### config.mk
export PLATFORM = sky130hd
export DESIGN_NAME = wav_header_parser
export DESIGN_NICKNAME = d
export VERILOG_FILES = /design/src/sv/whp_pkg.sv /design/src/sv/whp_div.sv /design/src/sv/whp_dp.sv /design/src/sv/whp_ctrl.sv /design/src/sv/wav_header_parser.sv
export SDC_FILE = /design/constraint.sdc
export NUM_CORES = 1
export LEC_CHECK = 0
export ABC_AREA = 1
export BUFFER_PORTS_ARGS = -buffer_cell sky130_fd_sc_hd__buf_4
export CORE_MARGIN = 1.5
export CORE_UTILIZATION = 50
export DETAILED_ROUTE_END_ITERATION = 10
export HOLD_SLACK_MARGIN = 0.06
export PLACE_DENSITY = 0.77
export SYNTH_ARGS = -nofsm -noshare
export SYNTH_HDL_FRONTEND = slang
export SYNTH_SLANG_ARGS = --single-unit
### constraint.sdc
create_clock -name clk -period 8.3 [get_ports clk]
set_input_delay 1.66 -clock clk [delete_from_list [all_inputs] [get_ports clk]]
set_output_delay 1.66 -clock clk [all_outputs]
set_load 0.03 [all_outputs]
### src/sv/whp_pkg.sv
// Shared types and constants for the WAV header parser.
// No dependencies; imported by whp_ctrl, whp_dp, wav_header_parser and tb_wav_header_parser.
`default_nettype none

package whp_pkg;

	localparam int unsigned OutDataW = 136;

	// result status codes
	localparam logic [2:0] ST_OK       = 3'd0;
	localparam logic [2:0] ST_NO_RIFF  = 3'd1;
	localparam logic [2:0] ST_NO_WAVE  = 3'd2;
	localparam logic [2:0] ST_NO_FMT   = 3'd3;
	localparam logic [2:0] ST_NOT_PCM  = 3'd4;
	localparam logic [2:0] ST_NO_DATA  = 3'd5;
	localparam logic [2:0] ST_BAD_FMT  = 3'd6;

	// little-endian four-character tags
	localparam logic [31:0] TAG_RIFF = 32'h4646_4952;
	localparam logic [31:0] TAG_WAVE = 32'h4556_4157;
	localparam logic [31:0] TAG_FMT  = 32'h2074_6d66;
	localparam logic [31:0] TAG_FACT = 32'h7463_6166;
	localparam logic [31:0] TAG_DATA = 32'h6174_6164;

	localparam logic [31:0] FMT_BASE_LEN = 32'd16;
	localparam logic [15:0] FMT_PCM      = 16'd1;

	typedef struct packed {
		logic        clear;
		logic        count;
		logic        skip_dec;
		logic        shift;
		logic        field_done;
		logic        load_skip_fmt;
		logic        load_skip_fact;
		logic        load_chan;
		logic        load_rate;
		logic        load_bits;
		logic        div_start;
		logic        div_second;
		logic        emit;
		logic        emit_ok;
		logic [2:0]  emit_status;
	} whp_cmd_t;

	typedef struct packed {
		logic [31:0] field_val;
		logic [1:0]  bif;
		logic        skip_last;
		logic        skip_nz;
		logic        bad_fmt;
		logic        div_busy;
		logic        div_done;
		logic [31:0] quotient;
		logic [15:0] held_channels;
		logic [31:0] held_rate;
		logic [15:0] held_bits;
		logic [31:0] bytes_next;
	} whp_stat_t;

endpackage

`default_nettype wire

### src/sv/whp_div.sv
// Restoring divider, 32-bit dividend by 16-bit divisor, one quotient bit a cycle.
// No dependencies.
`default_nettype none

module whp_div (
	input  wire logic        clk,
	input  wire logic        arst_n,
	input  wire logic        start,
	input  wire logic [31:0] dividend,
	input  wire logic [15:0] divisor,
	output logic             busy,
	output logic             done,
	output logic [31:0]      quotient
);

	logic [15:0] rem_q;
	logic [31:0] quo_q;
	logic [15:0] dsr_q;
	logic [4:0]  cnt_q;
	logic        busy_q;
	logic        done_q;

	logic [16:0] trial;
	logic        ge;
	logic [16:0] diff;

	assign trial = {rem_q, quo_q[31]};
	assign ge    = trial >= {1'b0, dsr_q};
	assign diff  = trial - {1'b0, dsr_q};

	always_ff @(posedge clk or negedge arst_n) begin
		if (!arst_n) begin
			busy_q <= 1'b0;
			done_q <= 1'b0;
			cnt_q  <= '0;
		end else begin
			done_q <= 1'b0;
			if (start && !busy_q) begin
				busy_q <= 1'b1;
				cnt_q  <= '0;
			end else if (busy_q) begin
				cnt_q <= cnt_q + 5'd1;
				if (cnt_q == 5'd31) begin
					busy_q <= 1'b0;
					done_q <= 1'b1;
				end
			end
		end
	end

	always_ff @(posedge clk) begin
		if (start && !busy_q) begin
			rem_q <= '0;
			quo_q <= dividend;
			dsr_q <= divisor;
		end else if (busy_q) begin
			rem_q <= ge ? diff[15:0] : trial[15:0];
			quo_q <= {quo_q[30:0], ge};
		end
	end

	assign busy     = busy_q;
	assign done     = done_q;
	assign quotient = quo_q;

endmodule

`default_nettype wire

### src/sv/whp_dp.sv
// Datapath: field assembly, skip counter, latched fmt values, byte count, divider.
// Depends on whp_pkg and whp_div.
`default_nettype none

module whp_dp
	import whp_pkg::*;
(
	input  wire logic        clk,
	input  wire logic        arst_n,
	input  wire logic [7:0]  file_byte,
	input  wire whp_cmd_t    cmd,
	output whp_stat_t        stat
);

	logic [31:0] shift_q;
	logic [1:0]  bif_q;
	logic [31:0] skip_q;
	logic [15:0] chan_q;
	logic [31:0] rate_q;
	logic [15:0] bits_q;
	logic [31:0] bytes_q;

	logic [31:0] base_shift;
	logic [1:0]  base_bif;
	logic [31:0] base_bytes;
	logic [31:0] field_now;
	logic [31:0] skip_next;
	logic [31:0] bytes_next;

	logic        div_busy;
	logic        div_done;
	logic [31:0] div_quo;
	logic [31:0] div_dividend;
	logic [15:0] div_divisor;

	// a start mark clears parse state in the same cycle that takes its byte
	assign base_shift = cmd.clear ? '0 : shift_q;
	assign base_bif   = cmd.clear ? '0 : bif_q;
	assign base_bytes = cmd.clear ? '0 : bytes_q;
	assign field_now  = base_shift | ({24'd0, file_byte} << {base_bif, 3'b000});
	assign skip_next  = skip_q - 32'd1;
	assign bytes_next = cmd.count ? base_bytes + 32'd1 : base_bytes;

	always_ff @(posedge clk or negedge arst_n) begin
		if (!arst_n) begin
			shift_q <= '0;
			bif_q   <= '0;
			skip_q  <= '0;
			chan_q  <= '0;
			rate_q  <= '0;
			bits_q  <= '0;
			bytes_q <= '0;
		end else begin
			if (cmd.field_done) begin
				shift_q <= '0;
				bif_q   <= '0;
			end else if (cmd.shift) begin
				shift_q <= field_now;
				bif_q   <= base_bif + 2'd1;
			end else begin
				shift_q <= base_shift;
				bif_q   <= base_bif;
			end

			if (cmd.load_skip_fmt) begin
				skip_q <= (field_now > FMT_BASE_LEN) ? field_now - FMT_BASE_LEN : '0;
			end else if (cmd.load_skip_fact) begin
				skip_q <= field_now;
			end else if (cmd.skip_dec) begin
				skip_q <= skip_next;
			end else if (cmd.clear) begin
				skip_q <= '0;
			end

			if (cmd.load_chan) begin
				chan_q <= field_now[15:0];
			end else if (cmd.clear) begin
				chan_q <= '0;
			end
			if (cmd.load_rate) begin
				rate_q <= field_now;
			end else if (cmd.clear) begin
				rate_q <= '0;
			end
			if (cmd.load_bits) begin
				bits_q <= field_now[15:0];
			end else if (cmd.clear) begin
				bits_q <= '0;
			end

			bytes_q <= bytes_next;
		end
	end

	// first pass: size / channels, second pass: that / bytes per sample
	assign div_dividend = cmd.div_second ? div_quo : field_now;
	assign div_divisor  = cmd.div_second ? {3'd0, bits_q[15:3]} : chan_q;

	whp_div u_div (
		.clk      (clk),
		.arst_n   (arst_n),
		.start    (cmd.div_start),
		.dividend (div_dividend),
		.divisor  (div_divisor),
		.busy     (div_busy),
		.done     (div_done),
		.quotient (div_quo)
	);

	always_comb begin
		stat.field_val     = field_now;
		stat.bif           = base_bif;
		stat.skip_last     = (skip_next == '0);
		stat.skip_nz       = (skip_q != '0);
		stat.bad_fmt       = (chan_q == '0) || (bits_q[15:3] == '0);
		stat.div_busy      = div_busy;
		stat.div_done      = div_done;
		stat.quotient      = div_quo;
		stat.held_channels = chan_q;
		stat.held_rate     = rate_q;
		stat.held_bits     = bits_q;
		stat.bytes_next    = bytes_next;
	end

endmodule

`default_nettype wire

### src/sv/whp_ctrl.sv
// Controller: parse phase state machine, issues datapath commands per byte.
// Depends on whp_pkg.
`default_nettype none

module whp_ctrl
	import whp_pkg::*;
(
	input  wire logic      clk,
	input  wire logic      arst_n,
	input  wire logic      accept,
	input  wire logic      first_of_file,
	input  wire whp_stat_t stat,
	output whp_cmd_t       cmd,
	output logic           busy
);

	localparam logic [4:0] P_IDLE     = 5'd0;
	localparam logic [4:0] P_RIFF     = 5'd1;
	localparam logic [4:0] P_RLEN     = 5'd2;
	localparam logic [4:0] P_WAVE     = 5'd3;
	localparam logic [4:0] P_FMT      = 5'd4;
	localparam logic [4:0] P_FSIZE    = 5'd5;
	localparam logic [4:0] P_FTYPE    = 5'd6;
	localparam logic [4:0] P_CHAN     = 5'd7;
	localparam logic [4:0] P_RATE     = 5'd8;
	localparam logic [4:0] P_BRATE    = 5'd9;
	localparam logic [4:0] P_ALIGN    = 5'd10;
	localparam logic [4:0] P_BITS     = 5'd11;
	localparam logic [4:0] P_FSKIP    = 5'd12;
	localparam logic [4:0] P_TAG1     = 5'd13;
	localparam logic [4:0] P_FACTSZ   = 5'd14;
	localparam logic [4:0] P_FACTSKIP = 5'd15;
	localparam logic [4:0] P_TAG2     = 5'd16;
	localparam logic [4:0] P_DSIZE    = 5'd17;
	localparam logic [4:0] P_DONE     = 5'd18;
	localparam logic [4:0] P_DIV1     = 5'd19;
	localparam logic [4:0] P_DIV2     = 5'd20;

	logic [4:0] phase_q;
	logic [4:0] phase_d;
	logic [4:0] phase_eff;
	logic       restart;
	logic       active;
	logic       len2;
	logic       last;
	logic [31:0] v;

	assign restart   = accept && first_of_file;
	assign phase_eff = restart ? P_RIFF : phase_q;
	assign active    = accept && (phase_eff inside {[P_RIFF:P_DSIZE]});
	assign len2      = phase_eff inside {P_FTYPE, P_CHAN, P_ALIGN, P_BITS};
	assign last      = stat.bif == (len2 ? 2'd1 : 2'd3);
	assign v         = stat.field_val;
	assign busy      = (phase_q == P_DIV1) || (phase_q == P_DIV2);

	always_comb begin
		cmd       = '0;
		cmd.clear = restart;
		phase_d   = phase_eff;
		if (active) begin
			cmd.count = 1'b1;
			if (phase_eff == P_FSKIP || phase_eff == P_FACTSKIP) begin
				cmd.skip_dec = 1'b1;
				if (stat.skip_last) begin
					phase_d = (phase_eff == P_FSKIP) ? P_TAG1 : P_TAG2;
				end
			end else if (!last) begin
				cmd.shift = 1'b1;
			end else begin
				cmd.field_done = 1'b1;
				case (phase_eff)
					P_RIFF: begin
						if (v != TAG_RIFF) begin
							cmd.emit        = 1'b1;
							cmd.emit_status = ST_NO_RIFF;
							phase_d         = P_DONE;
						end else begin
							phase_d = P_RLEN;
						end
					end
					P_RLEN:  phase_d = P_WAVE;
					P_WAVE: begin
						if (v != TAG_WAVE) begin
							cmd.emit        = 1'b1;
							cmd.emit_status = ST_NO_WAVE;
							phase_d         = P_DONE;
						end else begin
							phase_d = P_FMT;
						end
					end
					P_FMT: begin
						if (v != TAG_FMT) begin
							cmd.emit        = 1'b1;
							cmd.emit_status = ST_NO_FMT;
							phase_d         = P_DONE;
						end else begin
							phase_d = P_FSIZE;
						end
					end
					P_FSIZE: begin
						cmd.load_skip_fmt = 1'b1;
						phase_d           = P_FTYPE;
					end
					P_FTYPE: begin
						if (v != {16'd0, FMT_PCM}) begin
							cmd.emit        = 1'b1;
							cmd.emit_status = ST_NOT_PCM;
							phase_d         = P_DONE;
						end else begin
							phase_d = P_CHAN;
						end
					end
					P_CHAN: begin
						cmd.load_chan = 1'b1;
						phase_d       = P_RATE;
					end
					P_RATE: begin
						cmd.load_rate = 1'b1;
						phase_d       = P_BRATE;
					end
					P_BRATE: phase_d = P_ALIGN;
					P_ALIGN: phase_d = P_BITS;
					P_BITS: begin
						cmd.load_bits = 1'b1;
						phase_d       = stat.skip_nz ? P_FSKIP : P_TAG1;
					end
					P_TAG1: begin
						if (v == TAG_FACT) begin
							phase_d = P_FACTSZ;
						end else if (v == TAG_DATA) begin
							phase_d = P_DSIZE;
						end else begin
							cmd.emit        = 1'b1;
							cmd.emit_status = ST_NO_DATA;
							phase_d         = P_DONE;
						end
					end
					P_FACTSZ: begin
						cmd.load_skip_fact = 1'b1;
						phase_d            = (v != '0) ? P_FACTSKIP : P_TAG2;
					end
					P_TAG2: begin
						if (v != TAG_DATA) begin
							cmd.emit        = 1'b1;
							cmd.emit_status = ST_NO_DATA;
							phase_d         = P_DONE;
						end else begin
							phase_d = P_DSIZE;
						end
					end
					P_DSIZE: begin
						if (stat.bad_fmt) begin
							cmd.emit        = 1'b1;
							cmd.emit_status = ST_BAD_FMT;
							phase_d         = P_DONE;
						end else begin
							cmd.div_start = 1'b1;
							phase_d       = P_DIV1;
						end
					end
					default: phase_d = P_DONE;
				endcase
			end
		end else if (phase_q == P_DIV1 && stat.div_done) begin
			cmd.div_start  = 1'b1;
			cmd.div_second = 1'b1;
			phase_d        = P_DIV2;
		end else if (phase_q == P_DIV2 && stat.div_done) begin
			cmd.emit        = 1'b1;
			cmd.emit_ok     = 1'b1;
			cmd.emit_status = ST_OK;
			phase_d         = P_DONE;
		end
	end

	always_ff @(posedge clk or negedge arst_n) begin
		if (!arst_n) begin
			phase_q <= P_IDLE;
		end else begin
			phase_q <= phase_d;
		end
	end

endmodule

`default_nettype wire

### src/sv/wav_header_parser.sv
// WAV (RIFF/WAVE PCM) header parser: one file byte per transaction, at most one result per file.
// One byte per cycle; input stalls while the divider runs or a result waits untaken.
// Error results are registered and valid in the cycle after the offending byte. A good
// header's result follows two divider passes after the last data-size byte (size/channels,
// then /bytes-per-sample), the done of each handing off; no byte is taken meanwhile.
// Reset (arst_n low, async): parser waits for a start mark, output register empty. Uses whp_*.
`default_nettype none

module wav_header_parser
	import whp_pkg::*;
(
	input  wire logic                clk,
	input  wire logic                arst_n,
	// input stream
	input  wire logic                s_tvalid,
	output logic                     s_tready,
	input  wire logic [7:0]          s_tdata,  // [7:0] file_byte
	input  wire logic                s_tuser,  // [0] first_of_file
	// result stream
	output logic                     m_tvalid,
	input  wire logic                m_tready,
	// [2:0] status, [18:3] channel_count, [50:19] rate_hz,
	// [66:51] sample_width, [98:67] sample_count, [130:99] header_bytes, rest zero
	output logic [OutDataW-1:0]      m_tdata
);

	whp_cmd_t  cmd;
	whp_stat_t stat;
	logic      ctrl_busy;
	logic      accept;
	logic      out_free;

	logic                m_valid_q;
	logic [OutDataW-1:0] m_data_q;
	logic [31:0]         count_val;

	// The output register frees in the same cycle it is taken, so a byte that
	// raises a result always finds room. Input stalls while dividing and while
	// a result waits untaken.
	assign out_free = !m_valid_q || m_tready;
	assign s_tready = !ctrl_busy && out_free;
	assign accept   = s_tvalid && s_tready;

	whp_ctrl u_ctrl (
		.clk           (clk),
		.arst_n        (arst_n),
		.accept        (accept),
		.first_of_file (s_tuser),
		.stat          (stat),
		.cmd           (cmd),
		.busy          (ctrl_busy)
	);

	whp_dp u_dp (
		.clk       (clk),
		.arst_n    (arst_n),
		.file_byte (s_tdata),
		.cmd       (cmd),
		.stat      (stat)
	);

	// sample count is zero on every error result
	assign count_val = cmd.emit_ok ? stat.quotient : '0;

	always_ff @(posedge clk or negedge arst_n) begin
		if (!arst_n) begin
			m_valid_q <= 1'b0;
		end else if (cmd.emit) begin
			m_valid_q <= 1'b1;
		end else if (m_tready) begin
			m_valid_q <= 1'b0;
		end
	end

	// header_bytes: byte count including the byte that raised the result; during
	// division no byte is taken, so it holds the count at the data-size field
	always_ff @(posedge clk) begin
		if (cmd.emit) begin
			m_data_q <= {5'd0, stat.bytes_next, count_val, stat.held_bits,
				stat.held_rate, stat.held_channels, cmd.emit_status};
		end
	end

	assign m_tvalid = m_valid_q;
	assign m_tdata  = m_data_q;

`ifndef SYNTH
	// a result is never loaded over one that has not been taken
	a_no_overwrite: assert property (@(posedge clk) disable iff (!arst_n)
		cmd.emit |-> out_free)
		else $error("result register overwritten");

	// the divider is only started when idle
	a_div_idle_start: assert property (@(posedge clk) disable iff (!arst_n)
		cmd.div_start |-> !stat.div_busy)
		else $error("divider started while busy");

	// a good result only follows completion of the second division pass
	a_ok_after_div: assert property (@(posedge clk) disable iff (!arst_n)
		cmd.emit_ok |-> (stat.div_done && ctrl_busy && !accept))
		else $error("ok result without finished division");

	// no byte is taken while the divider runs
	a_no_accept_div: assert property (@(posedge clk) disable iff (!arst_n)
		stat.div_busy |-> !accept)
		else $error("byte accepted during division");
`endif

endmodule

`default_nettype wire

### Yosys cells after proc, flatten, opt, wreduce, memory -nomap -nowiden

Cells that the tools add are included.

| word-level totals | value |
|---|---|
| register bits after elaboration | 370 |
| word-level logic and storage cells | 181 |
| bits of input ports | 13 |

| operators by class | value |
|---|---|
| muxes and demuxes | 94 |
| reduce and logical (&&, ||, !) cells | 28 |
| add/subtract/negate cells | 6 |
| magnitude comparators | 4 |
| bitwise operators | 1 |
| eq/ne operators | 29 |
| shifts and indexed selects | 1 |

Operators with widths:

| operator | count |
|---|---|
| 32-bit two-way mux | 14 |
| 32-bit by 31-bit inequality test with 1-bit output (second input constant) | 3 |
| 5-bit two-way mux | 18 |
| 5-bit one-hot mux with 15 select lines | 1 |
| 32-bit by 31-bit == test with 1-bit output (second input constant) | 2 |
| 16-bit two-way mux | 4 |
| 32-bit nonzero test | 2 |
| 5-bit by 4-bit == test with 1-bit output (second input constant) | 8 |
| 1-bit two-way mux | 34 |
| 32-bit by 1-bit adder with 32-bit output (second input constant) | 1 |
| 32-bit by 5-bit greater-than comparator with 1-bit output (second input constant) | 1 |
| 32-bit logical NOT | 1 |
| 32-bit by 1-bit inequality test with 1-bit output (second input constant) | 1 |
| 32-bit by 30-bit inequality test with 1-bit output (second input constant) | 1 |
| 32-bit OR | 1 |
| 8-bit by 5-bit left shift with 32-bit output | 1 |
| 32-bit by 1-bit subtractor with 32-bit output (second input constant) | 1 |
| 32-bit by 5-bit subtractor with 32-bit output (second input constant) | 1 |
| 5-bit == test (second input constant) | 5 |
| 3-bit two-way mux | 8 |
| 3-bit one-hot mux with 7 select lines | 1 |
| 5-bit by 3-bit == test with 1-bit output (second input constant) | 4 |
| 2-bit two-way mux | 9 |
| 17-bit by 16-bit >= comparator with 1-bit output | 1 |
| other kinds (22) | 40 |

### Depth between registers and ports, before layout

| depth | value |
|---|---|
| depth in word-level cells | 17 |
| depth in mapped cells | 20 |

### Modules after synthesis

From an unflattened synthesis, not the netlist that was laid out.

| second synthesis, totals | value |
|---|---|
| cells, all modules | 2462 |
| area, all modules | 19971.7 um^2 |

By module, submodules not included:

| module | instances | area each (um^2) | cells an instance |
|---|---|---|---|
| whp_dp | 1 | 9823.2 | 1361 |
| wav_header_parser | 1 | 4307.9 | 214 |
| whp_div | 1 | 4070.2 | 517 |
| whp_ctrl | 1 | 1770.4 | 370 |

### Worst setup path before layout

OpenSTA, ideal clock, no wires.

| timing | value |
|---|---|
| path kind | in2reg |
| start point | in m_tready |
| end point | reg m_data_q[0] (netlist: m_tdata[0]) (enable) |
| data required time | 7.805 ns |
| library setup time | 0.495 ns |
| data arrival time | 6.316 ns |
| cell stages on the path | 19 |
| path buffers | 0 |
| path slack | 1.489 ns |
| cells stage by stage | nor2_1 -> a21oi_2 -> nand4_4 -> nand2_1 -> inv_1 -> o21ai_1 -> clkinv_1 -> ha_1 -> nand3_1 -> inv_1 -> nand2_1 -> nor2_1 -> nand2_1 -> nand2_1 -> nand2_1 -> nand2_1 -> nand2_1 -> nand2_1 -> nand2_1 |

RTL lines:

| what | line | RTL |
|---|---|---|
| from (decl) | wav_header_parser.sv:21 | `input wire logic m_tready,` |
| to (signal assigned) | wav_header_parser.sv:79 | `m_data_q <= {5'd0, stat.bytes_next, count_val, stat.held_bits,` |
| to (decl) | wav_header_parser.sv:34 | `logic [OutDataW-1:0] m_data_q;` |

==> parameters.txt <==
Parameter                              Value

Run status
  Status ... complete, no violations

Floorplanning
  Initial cell density of the core ... 50.94%
  Std-Cell Rows ... 70
  Standard cell core area ... 36790 um^2
  Floorplan die area ... 38650 um^2
  Die X-Extent ... 196.6 um
  I/O pin count ... 151
  Vertical die dimension ... 196.6 um

Setup path
  Data required time at the worst endpoint ... 8.60 ns
  CP Max Fanout ... 75
  Nature of the critical path startpoint ... input port
  Critical path launch point ... m_tready
  Crit Reg-Reg Startpoint ... u_ctrl.phase_q[1]$_DFF_PN0_
  CP max stage delay ... 0.68 ns
  Critical Setup Path Class ... in -> reg
  Cell repeated most along the worst path ... sky130_fd_sc_hd__nand2_1
  Series of cell instances along the critical path ... buf_4 > nor2_1 > a21oi_2 > nand4_4 > buf_4 > nand2_1 > inv_1 > o21ai_0 > inv_1 > ha_1 > nand2_1 > nor2_1 > nand2_1 > nor2_1 > nand2_1 > nand2_1 > nand3_1 > a21oi_1 > nand2_4 > buf_12
  Worst path arrival time ... 6.09 ns
  Cell type of the slowest stage on the worst timing path ... sky130_fd_sc_hd__buf_4
  Worst setup EP type ... flip-flop

STA
  Pin slew with the least headroom to its limit ... 1.253 ns
  Final number of hold-violating endpoints ... 0
  Number of max-slew violations in the final report ... 0
  Number of failing setup endpoints in the final timing report ... 0
  Achievable frequency ... 0.1726 GHz
  Accumulated negative setup slack ... 0 ns
  RSZ-0062 raised after global routing ... false
  Fin crit share ... 69.81%
  Max-slew headroom ... 16.16%
  Post-route minimum period ... 5.794 ns
  Hold Worst Slack ... 0.4517 ns
  Final clock skew ... 0.04022 ns

Clock tree
  CTS clk-pin slew, worst paths ... 0.06 ns
  Clk sinks ... 370
  Clock insertion delay at the later pin of the skew report ... 0.58 ns
  Number of CTS-inserted buffers ... 39
  Library cell used as clock root buffer ... sky130_fd_sc_hd__clkbuf_16
  Quantity of hold-fixing buffers added after cts ... 0
  Max Buffers Root-to-Sink ... 3
  Clock tree from TritonCTS ... built
  Postcts setup bufs ... 0
  H-tree depth ... 2
  Post_cts resized ... 0

Logic synthesis
  Number of distinct library cells after synthesis ... 48
  Post-synthesis instance total ... 2184
  Synth Register Bits ... 370
  Synthesis Warnings ... 0
  Post-synthesis area per instance ... 8.580 um^2
  Cell area after synthesis ... 18740 um^2
  Post-synthesis sequential area ratio ... 53.77%

Power
  Peak VDD IR ... 0.1316 mV
  Areal power density over the cells ... 235.3 nW/um^2
  Leak pwr ... 0.01013 uW

Placement
  Placed instance count ... 2743
  Gpl congestion ... 1.031
  Count of input and output buffers ... 145
  HPWL after DPL ... 41.01 mm

Final layout
  Fin cells ... 2815
  Number of filler instances in the final layout ... 3217
  Nets ... 2355
  Proportion of layout cells with a drive suffix above 1 ... 10.78%
  Antenna diodes ... 0
  Layout overhead on the synthesized area ... 14.75%

Routing
  Remaining DRCs ... 0
  DRT Pass-1 Iters ... 6
  Total length of routed wires ... 56.55 mm
  Vias per Instance ... 5.727
  Average wire length per cell after detail routing ... 20.09 um
  Post-route antenna net violation count ... 0
  Detailed-route via count ... 16120
  Violation count after the first detailed-route iteration ... 1677

Flow run
  Max-cap check violation count ... 0

Global routing
  Initial antenna violation count ... 0
  Tot GR Track Use ... 29.56%
  Wire length of the first global-routing pass ... 87.66 mm
  Pin count of the biggest net entering global routing ... 76
  Global-route congestion overflow total ... 0
  Vias in the first global route ... 15430

Min path
  Path type of the worst min-delay path ... reg -> reg
  Beginning of the worst hold path ... u_dp.rate_q[18]$_DFFE_PN0P_
cell usage after synthesis (all sizes together):
cell type	count	area, um^2
o211ai	3	22.52
nor4	18	112.6
nor2	316	1221
o21bai	2	15.01
inv	240	900.9
a311oi	2	17.52
dfxtp	16	320.3
clkinv	3	11.26
a21oi	76	384.1
and3	1	6.260
o21ai	143	719.4
ha	25	312.8
dfrtp	175	4379
a21boi	7	52.55
fa	1	20.02
nand4	62	415.4
conb	1	3.750
o21a	1	7.510
or2	2	12.51
clkbuf	31	117.6
xnor2	24	210.2
nand3	155	775.7
xor2	67	594.3
o22ai	16	106.4
nor2b	1	6.260
a31oi	1	6.260
nor3	35	185.2
nand3b	4	30.03
buf	47	300.3
edfxtp	179	5375
nand2	503	1893
a211oi	27	202.7
per-stage QoR:
stage	setup slack, ns	util [%]	instance area, um^2	total power [uW]
floorplan	1.489	-	18750	2865
detailed placement	2.029	54.95	20210	3272
global route	2.224	58.45	21500	5252
CTS	2.604	58.45	21500	5049
global placement	2.216	54.95	20210	3271
finish	2.506	58.45	21500	5060
metal layers:
layer  global-route usage [%]  part of all wire (%)
met4                    14.08                   4.8
met5                        0                     0
met1                    40.35                    42
met2                    46.13                    46
met3                    5.116                   8.0
path summary, 6_finish.rpt:
path / to / slack (ns) / cells after the start
setup / recovery: m_tdata[40]$_DFFE_PP_ / 2.51 / 20
setup reg to reg: m_tdata[40]$_DFFE_PP_ / 2.93 / 19
min in group asynchronous: u_dp.bytes_q[3]$_DFF_PN0_ / 1.08 / 1
hold reg to reg: m_tdata[37]$_DFFE_PP_ / 0.45 / 0
hold / removal: m_tdata[37]$_DFFE_PP_ / 0.45 / 0
max in group asynchronous: u_dp.bits_q[8]$_DFFE_PN0P_ / 5.86 / 2
worst max-delay path, delay by kind of cell:
kind | cells | cell delay [ns]
buffers and inverters | 5 | 1.63
adders and majority gates | 1 | 0.26
and+or+nand+nor | 11 | 1.87
AOI/OAI and AO/OA | 3 | 0.59
layout by cell type (no fill, tap or decap), types with 4 or more instances in the layout:
master / count
sky130_fd_sc_hd__dfrtp_1: 175
sky130_fd_sc_hd__xor2_1: 66
sky130_fd_sc_hd__nand3b_1: 4
sky130_fd_sc_hd__conb_1: 5
sky130_fd_sc_hd__nor2_1: 306
sky130_fd_sc_hd__dfxtp_1: 16
sky130_fd_sc_hd__nand2_1: 499
sky130_fd_sc_hd__ha_1: 25
sky130_fd_sc_hd__nor2_2: 8
sky130_fd_sc_hd__clkinvlp_4: 4
sky130_fd_sc_hd__o21ai_1: 46
sky130_fd_sc_hd__xnor2_1: 24
sky130_fd_sc_hd__clkinv_1: 4
sky130_fd_sc_hd__nand4_1: 59
sky130_fd_sc_hd__a211oi_1: 27
sky130_fd_sc_hd__nand3_1: 155
sky130_fd_sc_hd__inv_1: 237
sky130_fd_sc_hd__nor4_1: 18
sky130_fd_sc_hd__a21oi_1: 73
sky130_fd_sc_hd__nor3_1: 33
sky130_fd_sc_hd__a21boi_0: 7
sky130_fd_sc_hd__clkbuf_16: 40
sky130_fd_sc_hd__edfxtp_1: 179
sky130_fd_sc_hd__clkinv_2: 5
sky130_fd_sc_hd__buf_4: 162
sky130_fd_sc_hd__bufinv_16: 4
sky130_fd_sc_hd__o21ai_0: 96
sky130_fd_sc_hd__o22ai_1: 15
sky130_fd_sc_hd__clkbuf_1: 13
cells by family (layout without fill, tap and decap cells):
kind of cell,count (synthesis),in the layout,synth area share (%)
flip-flops,370,370,53.77
adder cells (fa/ha/maj),26,26,1.776
XOR/XNOR,91,91,4.294
AND/OR/NAND/NOR,1097,1097,24.86
AO/OA/AOI/OAI,278,278,8.186
other,1,5,0.02001
buffers and inverters,321,480,7.098
state kept, by name (all words and copies together) (netlist names):
signal / count
u_ctrl.phase_q: 5
u_dp.u_div.quotient: 32
u_dp.shift_q: 32
u_dp.u_div.busy: 1
m_tdata: 131
u_dp.bits_q: 16
u_dp.chan_q: 16
u_dp.u_div.cnt_q: 5
u_dp.u_div.done: 1
u_dp.u_div.rem_q: 16
u_dp.u_div.dsr_q: 16
u_dp.bif_q: 2
u_dp.skip_q: 32
m_tvalid: 1
u_dp.rate_q: 32
u_dp.bytes_q: 32
cell type report:
type | instances | area [um^2] | area share, %
clock buffer | 55 | 1077 | 5.010
clock inverter | 17 | 212.7 | 0.9892
inverter | 243 | 912.1 | 4.242
multi-input combinational | 1497 | 7372 | 34.29
sequential | 370 | 10070 | 46.85
timing repair buffer | 165 | 1267 | 5.895
tap | 468 | 585.6 | 2.723
power by group:
part	switching, uW	internal [uW]
clock	747	1040
combinational	899	291
sequential	65.5	2020
total	1710	3350
Power figures use the tool's default switching activity.
